--- config.mk ---
export PLATFORM = sky130hd
export DESIGN_NAME = firmware_image_checksum_fixer_unit_flat
export DESIGN_NICKNAME = d
export VERILOG_FILES = /design/src/fic_pkg.sv /design/src/fic_byte_if.sv /design/src/fic_result_if.sv /design/src/fic_in_stage.sv /design/src/fic_parser.sv /design/src/firmware_image_checksum_fixer_unit.sv /design/src/flat_wrapper.sv
export SDC_FILE = /design/constraint.sdc
export NUM_CORES = 1
export LEC_CHECK = 0
export ABC_CLOCK_PERIOD_IN_PS = 4400
export BUFFER_PORTS_ARGS = -buffer_cell sky130_fd_sc_hd__buf_2
export CORE_AREA = 2 2 152 154
export DETAILED_ROUTE_END_ITERATION = 12
export DIE_AREA = 0 0 154 156
export PLACE_DENSITY_LB_ADDON = 0.1
export SETUP_SLACK_MARGIN = 0.15
export SLEW_MARGIN = 20
export SYNTH_ARGS = -nofsm -noshare
export SYNTH_HDL_FRONTEND = slang
export SYNTH_SLANG_ARGS = --single-unit
--- constraint.sdc ---
create_clock -name clk -period 4.4 [get_ports clk]
set_input_delay 0 -clock clk [delete_from_list [all_inputs] [get_ports clk]]
set_output_delay 0 -clock clk [all_outputs]
set_load 0.02 [all_outputs]
--- src/fic_pkg.sv ---
`timescale 1ns / 1ps

package fic_pkg;

    // width of the running file offset
    localparam int OFFSET_BITS = 24;
    // width of the reported image offset
    localparam int IMAGE_OFFSET_W = 24;
    localparam int FC_W = 6;

    localparam logic [7:0] START_BYTE = 8'hE9;
    localparam logic [7:0] SEED = 8'hEF;

    localparam logic [FC_W-1:0] HDR_LEN = 6'd24;
    localparam logic [FC_W-1:0] FLAG_IDX = 6'd23;
    localparam logic [FC_W-1:0] COUNT_IDX = 6'd1;
    localparam logic [FC_W-1:0] SEGHDR_LEN = 6'd8;
    localparam logic [FC_W-1:0] HASH_LEN = 6'd32;
    localparam logic [FC_W-1:0] SIZE_IDX0 = 6'd4;
    localparam logic [FC_W-1:0] SIZE_IDX1 = 6'd5;
    localparam logic [FC_W-1:0] SIZE_IDX2 = 6'd6;
    localparam logic [FC_W-1:0] SIZE_IDX3 = 6'd7;

    typedef enum logic [2:0] {
        PH_SCAN   = 3'd0,
        PH_HDR    = 3'd1,
        PH_SEGHDR = 3'd2,
        PH_DATA   = 3'd3,
        PH_PAD    = 3'd4,
        PH_HASH   = 3'd5
    } phase_t;

    // input register contents handed to the parser
    typedef struct packed {
        logic       valid;
        logic [7:0] data_byte;
        logic       last_byte;
    } beat_t;

    typedef struct packed {
        logic [7:0]                out_byte;
        logic                      report_valid;
        logic [IMAGE_OFFSET_W-1:0] image_offset;
        logic [7:0]                computed_checksum;
        logic [7:0]                stored_checksum;
        logic                      checksum_mismatch;
        logic                      hash_was_present;
        logic                      truncated_error;
        logic                      last;
    } result_t;

endpackage

--- src/fic_byte_if.sv ---
`timescale 1ns / 1ps

interface fic_byte_if;
    logic       valid;
    logic       ready;
    logic [7:0] data_byte;
    logic       last_byte;

    modport source (output valid, data_byte, last_byte, input ready);
    modport sink (input valid, data_byte, last_byte, output ready);
endinterface

--- src/fic_result_if.sv ---
`timescale 1ns / 1ps

interface fic_result_if;
    logic                               valid;
    logic                               ready;
    logic [7:0]                         out_byte;
    logic                               report_valid;
    logic [fic_pkg::IMAGE_OFFSET_W-1:0] image_offset;
    logic [7:0]                         computed_checksum;
    logic [7:0]                         stored_checksum;
    logic                               checksum_mismatch;
    logic                               hash_was_present;
    logic                               truncated_error;
    logic                               last;

    modport source (
        output valid, out_byte, report_valid, image_offset, computed_checksum,
               stored_checksum, checksum_mismatch, hash_was_present,
               truncated_error, last,
        input  ready
    );
    modport sink (
        input  valid, out_byte, report_valid, image_offset, computed_checksum,
               stored_checksum, checksum_mismatch, hash_was_present,
               truncated_error, last,
        output ready
    );
endinterface

--- src/fic_in_stage.sv ---
`timescale 1ns / 1ps

module fic_in_stage (
    input  logic                clk,
    input  logic                rst_n,
    fic_byte_if.sink            in_ch,
    input  logic                advance,
    output fic_pkg::beat_t      beat
);

    logic       valid_reg;
    logic       valid_next;
    logic [7:0] data_reg;
    logic       last_reg;
    logic       load;

    // a new beat may enter when the register is empty or moves on this cycle
    assign in_ch.ready = !valid_reg || advance;
    assign load = in_ch.valid && in_ch.ready;

    always_comb
    begin
        valid_next = valid_reg;
        if (load)
        begin
            valid_next = 1'b1;
        end
        else if (advance)
        begin
            valid_next = 1'b0;
        end
    end

    always_ff @(posedge clk or negedge rst_n)
    begin
        if (!rst_n)
        begin
            valid_reg <= 1'b0;
        end
        else
        begin
            valid_reg <= valid_next;
        end
    end

    // payload capture
    always_ff @(posedge clk)
    begin
        if (load)
        begin
            data_reg <= in_ch.data_byte;
            last_reg <= in_ch.last_byte;
        end
    end

    assign beat.valid     = valid_reg;
    assign beat.data_byte = data_reg;
    assign beat.last_byte = last_reg;

endmodule

--- src/fic_parser.sv ---
`timescale 1ns / 1ps

module fic_parser (
    input  logic             clk,
    input  logic             rst_n,
    input  logic             cfg_write_en,
    input  logic             cfg_write_data,
    input  fic_pkg::beat_t   beat,
    output logic             advance,
    fic_result_if.source     out_ch
);

    logic                             rewrite_reg;
    fic_pkg::phase_t                  phase_reg, phase_next;
    logic [fic_pkg::OFFSET_BITS-1:0]  position_reg, position_next;
    logic [fic_pkg::FC_W-1:0]         fc_reg, fc_next;
    logic [7:0]                       seg_left_reg, seg_left_next;
    logic [31:0]                      size_left_reg, size_left_next;
    logic [7:0]                       acc_reg, acc_next;
    logic                             hash_reg, hash_next;
    logic [fic_pkg::OFFSET_BITS-1:0]  start_reg, start_next;
    logic                             out_valid_reg, out_valid_next;
    fic_pkg::result_t                 result_reg, result_next;

    logic [fic_pkg::FC_W-1:0]         fc_inc;
    logic [7:0]                       seg_dec;
    logic [7:0]                       b;
    logic                             rep;
    logic                             trunc;
    logic [7:0]                       stored;
    logic                             fire;

    assign advance = !out_valid_reg || out_ch.ready;
    assign fire = beat.valid && advance;
    assign b = beat.data_byte;
    assign fc_inc = fc_reg + 1'b1;
    assign seg_dec = seg_left_reg - 1'b1;

    // parse step for one byte
    always_comb
    begin
        phase_next     = phase_reg;
        position_next  = position_reg;
        fc_next        = fc_reg;
        seg_left_next  = seg_left_reg;
        size_left_next = size_left_reg;
        acc_next       = acc_reg;
        hash_next      = hash_reg;
        start_next     = start_reg;
        rep            = 1'b0;
        trunc          = 1'b0;
        stored         = 8'd0;
        result_next    = '0;
        result_next.out_byte = b;

        unique case (phase_reg)
            fic_pkg::PH_HDR:
            begin
                if (fc_reg == fic_pkg::COUNT_IDX)
                begin
                    seg_left_next = b;
                end
                if (fc_reg == fic_pkg::FLAG_IDX)
                begin
                    hash_next = (b != 8'd0);
                    if (rewrite_reg)
                    begin
                        result_next.out_byte = 8'd0;
                    end
                end
                if (fc_inc >= fic_pkg::HDR_LEN)
                begin
                    fc_next = '0;
                    phase_next = (seg_left_next != 8'd0) ? fic_pkg::PH_SEGHDR
                                                         : fic_pkg::PH_PAD;
                end
                else
                begin
                    fc_next = fc_inc;
                end
            end
            fic_pkg::PH_SEGHDR:
            begin
                // little-endian size in header bytes four to seven
                unique case (fc_reg)
                    fic_pkg::SIZE_IDX0: size_left_next = {24'd0, b};
                    fic_pkg::SIZE_IDX1: size_left_next = size_left_reg | {16'd0, b, 8'd0};
                    fic_pkg::SIZE_IDX2: size_left_next = size_left_reg | {8'd0, b, 16'd0};
                    fic_pkg::SIZE_IDX3: size_left_next = size_left_reg | {b, 24'd0};
                    default:            size_left_next = size_left_reg;
                endcase
                if (fc_inc >= fic_pkg::SEGHDR_LEN)
                begin
                    fc_next = '0;
                    if (size_left_next == 32'd0)
                    begin
                        seg_left_next = seg_dec;
                        phase_next = (seg_dec != 8'd0) ? fic_pkg::PH_SEGHDR
                                                       : fic_pkg::PH_PAD;
                    end
                    else
                    begin
                        phase_next = fic_pkg::PH_DATA;
                    end
                end
                else
                begin
                    fc_next = fc_inc;
                end
            end
            fic_pkg::PH_DATA:
            begin
                acc_next = acc_reg ^ b;
                size_left_next = size_left_reg - 32'd1;
                if (size_left_next == 32'd0)
                begin
                    seg_left_next = seg_dec;
                    fc_next = '0;
                    phase_next = (seg_dec != 8'd0) ? fic_pkg::PH_SEGHDR
                                                   : fic_pkg::PH_PAD;
                end
            end
            fic_pkg::PH_PAD:
            begin
                // checksum byte sits at offset 15 mod 16
                if (position_reg[3:0] == 4'hF)
                begin
                    rep = 1'b1;
                    stored = b;
                    if (rewrite_reg)
                    begin
                        result_next.out_byte = acc_reg;
                    end
                    fc_next = '0;
                    phase_next = hash_reg ? fic_pkg::PH_HASH : fic_pkg::PH_SCAN;
                end
            end
            fic_pkg::PH_HASH:
            begin
                if (fc_inc >= fic_pkg::HASH_LEN)
                begin
                    fc_next = '0;
                    phase_next = fic_pkg::PH_SCAN;
                end
                else
                begin
                    fc_next = fc_inc;
                end
            end
            default:
            begin
                phase_next = fic_pkg::PH_SCAN;
                if (position_reg[3:0] == 4'h0 && b == fic_pkg::START_BYTE)
                begin
                    start_next = position_reg;
                    acc_next = fic_pkg::SEED;
                    hash_next = 1'b0;
                    seg_left_next = 8'd0;
                    size_left_next = 32'd0;
                    fc_next = fic_pkg::COUNT_IDX;
                    phase_next = fic_pkg::PH_HDR;
                end
            end
        endcase

        // file ends inside an image before its checksum byte
        if (beat.last_byte && !rep &&
            (phase_next == fic_pkg::PH_HDR || phase_next == fic_pkg::PH_SEGHDR ||
             phase_next == fic_pkg::PH_DATA || phase_next == fic_pkg::PH_PAD))
        begin
            rep = 1'b1;
            trunc = 1'b1;
            stored = 8'd0;
        end

        result_next.report_valid = rep;
        result_next.last = beat.last_byte;
        result_next.truncated_error = trunc;
        if (rep)
        begin
            result_next.image_offset = fic_pkg::IMAGE_OFFSET_W'(start_next);
            result_next.computed_checksum = acc_next;
            result_next.stored_checksum = stored;
            result_next.checksum_mismatch = !trunc && (stored != acc_next);
            result_next.hash_was_present = hash_next;
        end

        // end of file returns everything to the start-of-file state
        if (beat.last_byte)
        begin
            phase_next     = fic_pkg::PH_SCAN;
            position_next  = '0;
            fc_next        = '0;
            seg_left_next  = 8'd0;
            size_left_next = 32'd0;
            acc_next       = fic_pkg::SEED;
            hash_next      = 1'b0;
            start_next     = '0;
        end
        else
        begin
            position_next = position_reg + 1'b1;
        end
    end

    // output valid flag
    always_comb
    begin
        out_valid_next = out_valid_reg;
        if (fire)
        begin
            out_valid_next = 1'b1;
        end
        else if (out_ch.ready)
        begin
            out_valid_next = 1'b0;
        end
    end

    // parser state and config register
    always_ff @(posedge clk or negedge rst_n)
    begin
        if (!rst_n)
        begin
            rewrite_reg   <= 1'b0;
            phase_reg     <= fic_pkg::PH_SCAN;
            position_reg  <= '0;
            fc_reg        <= '0;
            seg_left_reg  <= 8'd0;
            size_left_reg <= 32'd0;
            acc_reg       <= fic_pkg::SEED;
            hash_reg      <= 1'b0;
            start_reg     <= '0;
            out_valid_reg <= 1'b0;
        end
        else
        begin
            out_valid_reg <= out_valid_next;
            if (cfg_write_en)
            begin
                rewrite_reg <= cfg_write_data;
            end
            if (fire)
            begin
                phase_reg     <= phase_next;
                position_reg  <= position_next;
                fc_reg        <= fc_next;
                seg_left_reg  <= seg_left_next;
                size_left_reg <= size_left_next;
                acc_reg       <= acc_next;
                hash_reg      <= hash_next;
                start_reg     <= start_next;
            end
        end
    end

    // result register
    always_ff @(posedge clk)
    begin
        if (fire)
        begin
            result_reg <= result_next;
        end
    end

    assign out_ch.valid             = out_valid_reg;
    assign out_ch.out_byte          = result_reg.out_byte;
    assign out_ch.report_valid      = result_reg.report_valid;
    assign out_ch.image_offset      = result_reg.image_offset;
    assign out_ch.computed_checksum = result_reg.computed_checksum;
    assign out_ch.stored_checksum   = result_reg.stored_checksum;
    assign out_ch.checksum_mismatch = result_reg.checksum_mismatch;
    assign out_ch.hash_was_present  = result_reg.hash_was_present;
    assign out_ch.truncated_error   = result_reg.truncated_error;
    assign out_ch.last              = result_reg.last;

endmodule

--- src/firmware_image_checksum_fixer_unit.sv ---
// Firmware image checksum fixer: streams a firmware file byte by byte.
// file_bytes carries one file byte per beat (data_byte, last_byte marks the
// final byte of the file). results returns exactly one beat per input beat:
// the byte passed through, or rewritten when rewrite mode is on, plus an
// image report on the checksum byte or on a file that ends mid-image.
// cfg_write_en / cfg_write_data set rewrite mode; write only while idle.
// A byte accepted into the input register passes through the parser logic
// into the result register, from which it is presented on results.
// Throughput: one byte per cycle while results does not stall; each byte
// costs one pass through the parser logic between the two registers.
// When results stalls, the result register holds and the input register
// still takes one more byte; file_bytes.ready drops once both are full.
// Reset (rst_n low, asynchronous) empties both registers, clears rewrite
// mode and returns the parser to scanning at file offset zero. A last_byte
// beat also returns the parser to that state for the next file.
`timescale 1ns / 1ps

module firmware_image_checksum_fixer_unit (
    input  logic          clk,
    input  logic          rst_n,
    input  logic          cfg_write_en,
    input  logic          cfg_write_data,
    fic_byte_if.sink      file_bytes,
    fic_result_if.source  results
);

    fic_pkg::beat_t beat;
    logic           advance;

    // input register
    fic_in_stage u_in_stage (
        .clk     (clk),
        .rst_n   (rst_n),
        .in_ch   (file_bytes),
        .advance (advance),
        .beat    (beat)
    );

    // parser and result register
    fic_parser u_parser (
        .clk            (clk),
        .rst_n          (rst_n),
        .cfg_write_en   (cfg_write_en),
        .cfg_write_data (cfg_write_data),
        .beat           (beat),
        .advance        (advance),
        .out_ch         (results)
    );

endmodule

--- src/flat_wrapper.sv ---
// flat-port wrapper written by rule: the top's interface ports become plain ports
module firmware_image_checksum_fixer_unit_flat 
  (clk, rst_n, cfg_write_en, cfg_write_data, file_bytes_valid, file_bytes_data_byte, file_bytes_last_byte, file_bytes_ready, results_valid, results_out_byte, results_report_valid, results_image_offset, results_computed_checksum, results_stored_checksum, results_checksum_mismatch, results_hash_was_present, results_truncated_error, results_last, results_ready);
  fic_byte_if file_bytes_i ();
  fic_result_if results_i ();
  input  logic clk;
  input  logic rst_n;
  input  logic cfg_write_en;
  input  logic cfg_write_data;
  input wire logic [$bits(file_bytes_i.valid)-1:0] file_bytes_valid;
  input wire logic [$bits(file_bytes_i.data_byte)-1:0] file_bytes_data_byte;
  input wire logic [$bits(file_bytes_i.last_byte)-1:0] file_bytes_last_byte;
  output wire logic [$bits(file_bytes_i.ready)-1:0] file_bytes_ready;
  output wire logic [$bits(results_i.valid)-1:0] results_valid;
  output wire logic [$bits(results_i.out_byte)-1:0] results_out_byte;
  output wire logic [$bits(results_i.report_valid)-1:0] results_report_valid;
  output wire logic [$bits(results_i.image_offset)-1:0] results_image_offset;
  output wire logic [$bits(results_i.computed_checksum)-1:0] results_computed_checksum;
  output wire logic [$bits(results_i.stored_checksum)-1:0] results_stored_checksum;
  output wire logic [$bits(results_i.checksum_mismatch)-1:0] results_checksum_mismatch;
  output wire logic [$bits(results_i.hash_was_present)-1:0] results_hash_was_present;
  output wire logic [$bits(results_i.truncated_error)-1:0] results_truncated_error;
  output wire logic [$bits(results_i.last)-1:0] results_last;
  input wire logic [$bits(results_i.ready)-1:0] results_ready;
  assign file_bytes_i.valid = file_bytes_valid;
  assign file_bytes_i.data_byte = file_bytes_data_byte;
  assign file_bytes_i.last_byte = file_bytes_last_byte;
  assign file_bytes_ready = file_bytes_i.ready;
  assign results_valid = results_i.valid;
  assign results_out_byte = results_i.out_byte;
  assign results_report_valid = results_i.report_valid;
  assign results_image_offset = results_i.image_offset;
  assign results_computed_checksum = results_i.computed_checksum;
  assign results_stored_checksum = results_i.stored_checksum;
  assign results_checksum_mismatch = results_i.checksum_mismatch;
  assign results_hash_was_present = results_i.hash_was_present;
  assign results_truncated_error = results_i.truncated_error;
  assign results_last = results_i.last;
  assign results_i.ready = results_ready;
  firmware_image_checksum_fixer_unit u_core (.clk(clk), .rst_n(rst_n), .cfg_write_en(cfg_write_en), .cfg_write_data(cfg_write_data), .file_bytes(file_bytes_i), .results(results_i));
endmodule
* After elaboration in Yosys (flattened, before gate mapping)
Index checks and enable logic that the tools add are counted.
** Cells by class
- Multiplexer cells :: 60
- Shifts and indexed selects :: 0
- $add $sub $neg :: 4
- Reductions and logical operators :: 34
- Bitwise logic cells :: 4
- Divide/modulo/power cells :: 0
- Equality and inequality tests :: 24
- Multiply operators :: 0
- $lt $le $gt $ge :: 3
** Operators with widths (number)
- $mux 8 :: 16
- $pmux 32 s4 :: 1
- $mux 24 :: 4
- $mux 32 :: 3
- $pmux 32 s3 :: 1
- $logic_not 32->1 :: 2
- $mux 6 :: 7
- $or 32x16->32 :: 1
- $or 32x24->32 :: 1
- $or 32x32->32 :: 1
- $pmux 8 s2 :: 2
- $pmux 8 s4 :: 1
- $sub 32x1->32 const B :: 1
- $mux 3 :: 10
- $pmux 6 s5 :: 1
- $add 24x1->24 const B :: 1
- $eq 6x3->1 const B :: 4
- $reduce_bool 8->1 :: 3
- $pmux 3 s5 :: 1
- $eq 3x2->1 const B :: 4
- $mux 1 :: 12
- $ne 3x2->1 const B :: 4
- $eq 3x3->1 const B :: 3
- $eq 8x8->1 const B :: 1
- 28 further kinds :: 44
** Word-level totals
- Logic and storage cells :: 151
- RAM bits :: 0
- Memory bits (read-only) :: 0
- Latch bits :: 0
- Input port bits :: 15
- Flip-flop bits (word level) :: 171
- Memories kept :: 0

* Longest topological paths before layout
Gate-level depths: netlist of the first run.
- Depth in word-level cells :: 15
- Gate-level depth with buffers :: 15
- Gate-level depth less buffers :: 11

* Cells and area by module
A second synthesis of the first run with hierarchy kept.
** Second synthesis, totals
- Cell total of the unflattened synthesis :: 1032
- Area total of the unflattened synthesis :: 10058.4 um^2
** Modules (own cells, without submodules)
- fic_parser :: area an instance 9719.3 um^2, times used 1, seq. area each 4302.9 um^2, cells each 1017
- fic_in_stage :: area an instance 339.1 um^2, times used 1, seq. area each 295.3 um^2, cells each 15

* Least setup slack after synthesis of the first run
Ideal clock, no wire load.
- Kind :: register to register
- From :: register u_core.u_parser.size_left_reg[0]
- To :: register u_core.u_parser.result_reg (netlist bit u_core.u_parser.out_ch.computed_checksum[5]), data pin
- Library setup time :: 0.274 ns
- Arrival :: 3.097 ns
- Clock period less this slack :: 3.371 ns
- Stages on the path, launching flop included :: 13
- Path slack :: 1.029 ns
- Path buffers :: 3
- Path through :: dfrtp_1 -> buf_6 -> or3_4 -> o31a_1 -> or4_1 -> or4_4 -> nor3_4 -> nand4_4 -> a31oi_4 -> a211o_2 -> buf_6 -> buf_6 -> a31oi_1
** Between the ends
- Longest elaborated chain between the ends :: 13
- Elaborated cells between the ends (all ways) :: 21
- Those cells by class :: add/sub: 1; eq/ne: 4; mux: 7; bitwise: 3; reduce/logical: 6
** Ends and longest elaborated chain
- from (decl) :: RTL line fic_parser.sv:18 : logic [31:0] size_left_reg, size_left_next;
- from (signal assigned) :: RTL line fic_parser.sv:249 : size_left_reg <= size_left_next;
- parallel branches: the longest is 6 deep, another holds $sub 32x1->32
- $pmux 3 s5 * :: RTL line fic_parser.sv:56 : unique case (phase_reg)
- $eq 3x1->1 or $eq 3x2->1 (tied branches) :: RTL line fic_parser.sv:168 : (phase_next == fic_pkg::PH_HDR || phase_next == fic_pkg::PH_SEGHDR ||
- $logic_or 1x1->1 (2 in a row) :: RTL line fic_parser.sv:168
- $logic_or 1x1->1 * :: RTL line fic_parser.sv:169 : phase_next == fic_pkg::PH_DATA || phase_next == fic_pkg::PH_PAD))
- $logic_and 1x1->1 * :: RTL line fic_parser.sv:167 : if (beat.last_byte && !rep &&
- $mux 1 * :: RTL line fic_parser.sv:167
- to (signal assigned) :: RTL line fic_parser.sv:262 : result_reg <= result_next;
- to (decl) :: RTL line fic_parser.sv:23 : fic_pkg::result_t result_reg, result_next;
Every way passes the cells marked *. The select of a mux whose other input is x is not followed.
A chain may end at the register's enable or synchronous reset.

* Worst setup path in the final report of the first run
- From :: register u_core.u_parser.size_left_reg[1]
- To :: register u_core.u_parser.result_reg (netlist bit u_core.u_parser.out_ch.image_offset[13]), data pin
The elaborated chain is that of the path after synthesis.

==> out/results.ini, run 1 <==
[run_status]
run_status=finished, final reports clean

[synth]
synth_edf_count=62
synth_compound_area_share_pct=21.69
synth-xor-area-share_pct=3.270
synth_top_family_by_area=compound AO/OA/AOI/OAI gates
synth_mux_area_share_pct=2.765
netlist_area_um2=9910
yosys_warnings=0
synthDistinctLibCells=84
synth_simple_gate_area_share_pct=19.12
synth-seq-cells=171
synth_top_area_share_pct=25.76
synth_cells=1029
avgSynthCellArea_um2=9.630
synth.largest_area_cell=dfrtp_1
synthArstFlopShare_pct=63.74
synthFlopType=dfrtp_1
synth_area_leaders=dfrtp_1, edfxtp_1, a22o_1, nor2_1, o21ai_0
synthTopCellsByCount=dfrtp_1, nor2_1, nand2_1
seq_area_frac_synth_pct=46.40
synth_fa_ha_area_share_pct=1.515
syn_nets=1056

[layout]
final_area_um2=11180
nets=1113
largest_register_ff_count=32
area_growth_pct=12.87
instances_no_fill=1384
fillCellCount=2052
multi_input_area_um2=4802
drive_gt1_share_pct=15.92
regArea_um2=4598
n_antenna_cell=0

[route]
vias=8537
dr.pass1.iters=6
drtIter0Drc=860
vias_per_cell=6.168
ant_nets=0
wl_per_cell_um=20.96
drc=0
wirelength_mm=29.00

[die]
die_area_um2=24020
start_util_pct=44.31
rows=55
die_h_um=156
io_pins=70
core_um2=22370
die_w_um=154

[grt]
grt.total_usage_pct=24.43
grt_pass1_vias=8088
grt_antenna_before_repair=0
grt_pass1_wl_mm=46.02
gr-total-overflow=0
grt_max_degree=69

[timing]
max_clock_freq_ghz=0.2522
fin_crit_sh_pct=90.12
relSlewSlack_pct=38.12
finalHoldViolCount=0
final.setup.tns_ps=0
rsz0062_at_grt=false
min_period_ps=3965
slew_violations=0
setup_viol_count_final=0
worst_slew_pin_slew_ps=924.8
fin_skew_ps=12.98

[critical_path]
cp_top_family=compound AO/OA/AOI/OAI gates
cp.required_ps=4670
critPathMaxStageDelay_ps=540
path_class=flip-flop to flip-flop
critPathBufInv=2
r2r_slack_ps=430
critical_path.max_fanout=20
endpoint_kind=flip-flop
start_kind=flip-flop
cp_slowest_cell=a211o_2
critPathArrivalTime_ps=4240
path_cells=inv_1 -> ha_1 -> nor3b_2 -> nand4_2 -> nor3_1 -> xor2_1 -> nor3_4 -> a31oi_4 -> o21ai_2 -> a211o_2 -> buf_12 -> a31oi_1

[cts]
cts_max_level=4
cts_setup_buffers=0
cts_buffer_depth=2
clk_pin_slew_ps=80
cts_tree=done
numClockSinks=171
clk_latency_ps=430
cts_buffers=17
clockRootBuffer=clkbuf_16

[power]
switching_share_pct=27.08
internal-power_mw=2.529
ir_drop_mv=0.2339
p_switching_mw=0.9395
p_seq_share_pct=50.0
comb_power_share_pct=7.0
power_density_nw_per_um2=310.1
pwr-share-clk_pct=43.0
leakagePower_nw=4.520

[job]
drv_cap=0

[placement]
dp_hpwl_mm=18.98
gp_congestion=0.9214
dp.cells=1337
io_buffers=69
placed_area_um2=10450

[worst_hold_path]
hp-class=input pin to async pin

==> placed cells by master, fill, tap and decap left out, types with 9 or more instances in the layout <==
cell type        n
xnor2_1         17
and2_1          20
dfrtp_1        102
buf_2           68
mux2i_1         24
dlygate4sd3_1   15
a21oi_1         45
or3_1           15
nor3_1          34
a22oi_1         25
or4_1            9
o22ai_1         18
a22o_1          46
nand2_1         74
nor2_1         100
nand3_1         30
o21ai_0         70
edfxtp_1        62
buf_4           26
a31oi_1         50
clkbuf_16       17
ha_1            12
o2bb2ai_1        9
inv_1           32
nand4_1         13
xor2_1          20
==> area by class of cell <==
| cell class | instances | share of cell area [%] |
|---|---|---|
| clock buffers | 18 | 3.837 |
| clock inverters | 14 | 1.331 |
| inverters | 33 | 1.108 |
| multi-input cells | 752 | 42.94 |
| flip-flops and latches | 171 | 41.11 |
| well taps | 285 | 3.188 |
| repair buffers | 111 | 6.488 |
==> power by group through the flow <==
stage	clock network (mW)	registers (mW)	logic, mW
after floorplan	0	1.80	0.0895
final	1.49	1.74	0.242
after detailed placement	0	1.77	0.232
after global placement	0	1.77	0.232
after global routing	1.59	1.74	0.262
after CTS	1.52	1.74	0.243
==> repair_timing <==
action,CTS,global route
hold buffers,15,0
endpoints found under the hold margin,76,0
resized for setup,0,1
endpoints found under the setup margin,0,20
==> cell families after synthesis <==
kind of cell,Yosys count
muxes,27
DFF,171
xor gates and xnor gates,37
adders and majority gates,12
AOI/OAI and AO/OA,315
buffers and inverters,106
and+or+nand+nor,361
==> layer usage <==
layer  GRT usage [%]  share of wire (%)
met1           37.40                 48
met2           36.09                 43
met3           3.194                6.6
met4           7.165                1.5
met5               0                  0
==> per-stage QoR <==
| stage | power, mW | hold WS (ps) | setup WS [ps] | util, % |
|---|---|---|---|---|
| floorplan | 1.886 | -295.6 | 1029 | - |
| global placement | 2.000 | 178.0 | 533.0 | 46.73 |
| detailed placement | 2.000 | 178.1 | 401.3 | 46.73 |
| CTS | 3.504 | 263.5 | 334.0 | 49.99 |
| global route | 3.593 | 273.9 | 201.5 | 50.01 |
| finish | 3.469 | 263.8 | 434.8 | 50.01 |
==> worst paths after layout <==
path                                                               from                                                    end  depth (start not counted)
setup / recovery           u_core.u_parser.size_left_reg[1]$_DFFE_PN0P_  u_core.u_parser.out_ch.image_offset[13]$_SDFFCE_PN0P_                         12
max in group asynchronous                                         rst_n                 u_core.u_parser.acc_reg[7]$_DFFE_PN1P_                          3
hold reg to reg               u_core.u_parser.start_reg[23]$_DFFE_PN0P_              u_core.u_parser.start_reg[23]$_DFFE_PN0P_                          2
hold / removal                                                    rst_n          u_core.u_parser.size_left_reg[23]$_DFFE_PN0P_                          2
setup reg to reg           u_core.u_parser.size_left_reg[1]$_DFFE_PN0P_  u_core.u_parser.out_ch.image_offset[13]$_SDFFCE_PN0P_                         12
min in group clk                                file_bytes_data_byte[0]                u_core.u_in_stage.data_reg[0]$_DFFE_PP_                          2
No activity file was read; power rests on OpenSTA's default activity.
==> inputs of run 2 (changes only) <==
==> constraint.sdc (replaced) <==
create_clock -name clk -period 4.4 [get_ports clk]
set_input_delay 0.44 -clock clk [delete_from_list [all_inputs] [get_ports clk]]
set_output_delay 0.44 -clock clk [all_outputs]
set_load 0.02 [all_outputs]
==> out/results.ini, run 2 (synthesis gave the netlist of run 1 again) <==
[run_status]
run_status=finished, final reports clean

[route]
vias_per_cell=6.204
drtIter0Drc=825
dr.pass1.iters=6
ant_nets=0
wl_per_cell_um=21.24
wirelength_mm=29.20
vias=8530
drc=0

[die]
io_pins=70
die_area_um2=24020
start_util_pct=44.31
rows=55
core_um2=22370
die_h_um=156
die_w_um=154

[timing]
final.setup.tns_ps=0
max_clock_freq_ghz=0.2574
fin_crit_sh_pct=88.29
fin_skew_ps=25.47
relSlewSlack_pct=37.41
slew_violations=0
min_period_ps=3885
setup_viol_count_final=0
finalHoldViolCount=0
setup_ws_ps=515.4
worst_slew_pin_slew_ps=935.4
rsz0062_at_grt=false

[layout]
final_common_cell=dfrtp_1
nets=1104
regArea_um2=4598
final_cell_mix=dfrtp_1, nor2_1, nand2_1
fillCellCount=2096
n_antenna_cell=0
instances_no_fill=1375
largest_register_ff_count=32
drive_gt1_share_pct=16.61
multi_input_area_um2=4802
area_growth_pct=11.81

[grt]
grt_antenna_before_repair=0
grt_pass1_vias=8075
grt_max_degree=64
grt_pass1_wl_mm=46.29
gr-total-overflow=0
grt.total_usage_pct=24.57

[cts]
cts_buffer_depth=2
hold_buffers=0
clockRootBuffer=clkbuf_16
clk_pin_slew_ps=80
cts_buffers=17
cts_max_level=4
numClockSinks=171
cts_tree=done
clk_latency_ps=440

[critical_path]
start_kind=flip-flop
path_class=flip-flop to flip-flop
cp_slowest_cell=a211o_2
reg2reg_depth=12
critPathArrivalTime_ps=4150
path_cells=inv_1 -> ha_1 -> nor3b_2 -> nand4_2 -> nor3_1 -> xor2_1 -> nor3_4 -> a31oi_4 -> o21ai_2 -> a211o_2 -> buf_12 -> a31oi_1
critPathBufInv=2
critical_path.max_fanout=23
path_depth=12
endpoint_kind=flip-flop
critPathMaxStageDelay_ps=500
cp.required_ps=4670
cp_top_family=compound AO/OA/AOI/OAI gates

[power]
pwr-share-clk_pct=43.3
ir_drop_mv=0.2755
switching_share_pct=27.39
p_switching_mw=0.9502
internal-power_mw=2.519
p_seq_share_pct=50.2
leakagePower_nw=4.489
power_mw=3.470
power_density_nw_per_um2=313.2
comb_power_share_pct=6.5

[placement]
dp_hpwl_mm=19.27
gp_congestion=0.9080
pre_cts_ws_ps=399.4
io_buffers=69
dp.cells=1343

[job]
drv_cap=0

[worst_hold_path]
hp-class=input pin to async pin

-- run 2: changes by cell type in the layout (fill, tap and decap cells not counted) --
cell           previous run  this run
dlygate4sd3_1            15         0
buf_4                    26        32
-- run 2: through the flow --
step	cell area [um^2]	hold WS, ps	util [%]
final	11080	135.7	49.54
after floorplan	9910	144.4	-
after CTS	11070	166.7	49.52
after detailed placement	10500	466.8	46.93
after global placement	10500	459.6	46.93
after global routing	11080	172.5	49.54
-- run 2: routing by layer --
metal	vias up	part of all wire, %	GRT usage, %
met2	373	44	36.26
li1	3968	-	-
met5	-	0	0
met1	4149	47	37.00
met4	0	1.7	7.210
met3	40	7.4	4.194
-- run 2: area by class of cell --
| cell class | count | share of cell area, % |
|---|---|---|
| clock buffer | 18 | 3.874 |
| clock inverter | 14 | 1.344 |
| inverter | 33 | 1.118 |
| multi-input combinational | 752 | 43.34 |
| sequential | 171 | 41.50 |
| tap | 285 | 3.219 |
| timing repair buffer | 102 | 5.601 |
-- run 2: path summary, 6_finish.rpt --
path                                                                          to  slack [ps]                                          from
setup / recovery           u_core.u_parser.out_ch.hash_was_present$_SDFFCE_PN0P_         520  u_core.u_parser.size_left_reg[0]$_DFFE_PN0P_
hold / removal                     u_core.u_parser.size_left_reg[26]$_DFFE_PN0P_         140                                         rst_n
setup reg to reg           u_core.u_parser.out_ch.hash_was_present$_SDFFCE_PN0P_         520  u_core.u_parser.size_left_reg[0]$_DFFE_PN0P_
hold reg to reg                        u_core.u_parser.start_reg[23]$_DFFE_PN0P_         480     u_core.u_parser.start_reg[23]$_DFFE_PN0P_
max in group asynchronous                 u_core.u_parser.acc_reg[2]$_DFFE_PN1P_        3330                                         rst_n
min in group clk                            u_core.u_in_stage.last_reg$_DFFE_PP_         180                          file_bytes_last_byte
-- run 2: power groups by stage --
stage          Sequential (mW)  Clock [mW]  Combinational [mW]
3_3_place_gp              1.77           0               0.228
6_report                  1.74        1.50               0.226
3_5_place_dp              1.77           0               0.228
4_1_cts                   1.74        1.52               0.229
2_1_floorplan             1.80           0              0.0895
5_1_grt                   1.75        1.59               0.249
-- run 2: what timing repair did --
| item | 4_1_cts | 5_1_grt |
|---|---|---|
| buffers inserted | 0 | 0 |
| gates resized for setup | 0 | 1 |
| endpoints found under the setup margin | 0 | 23 |
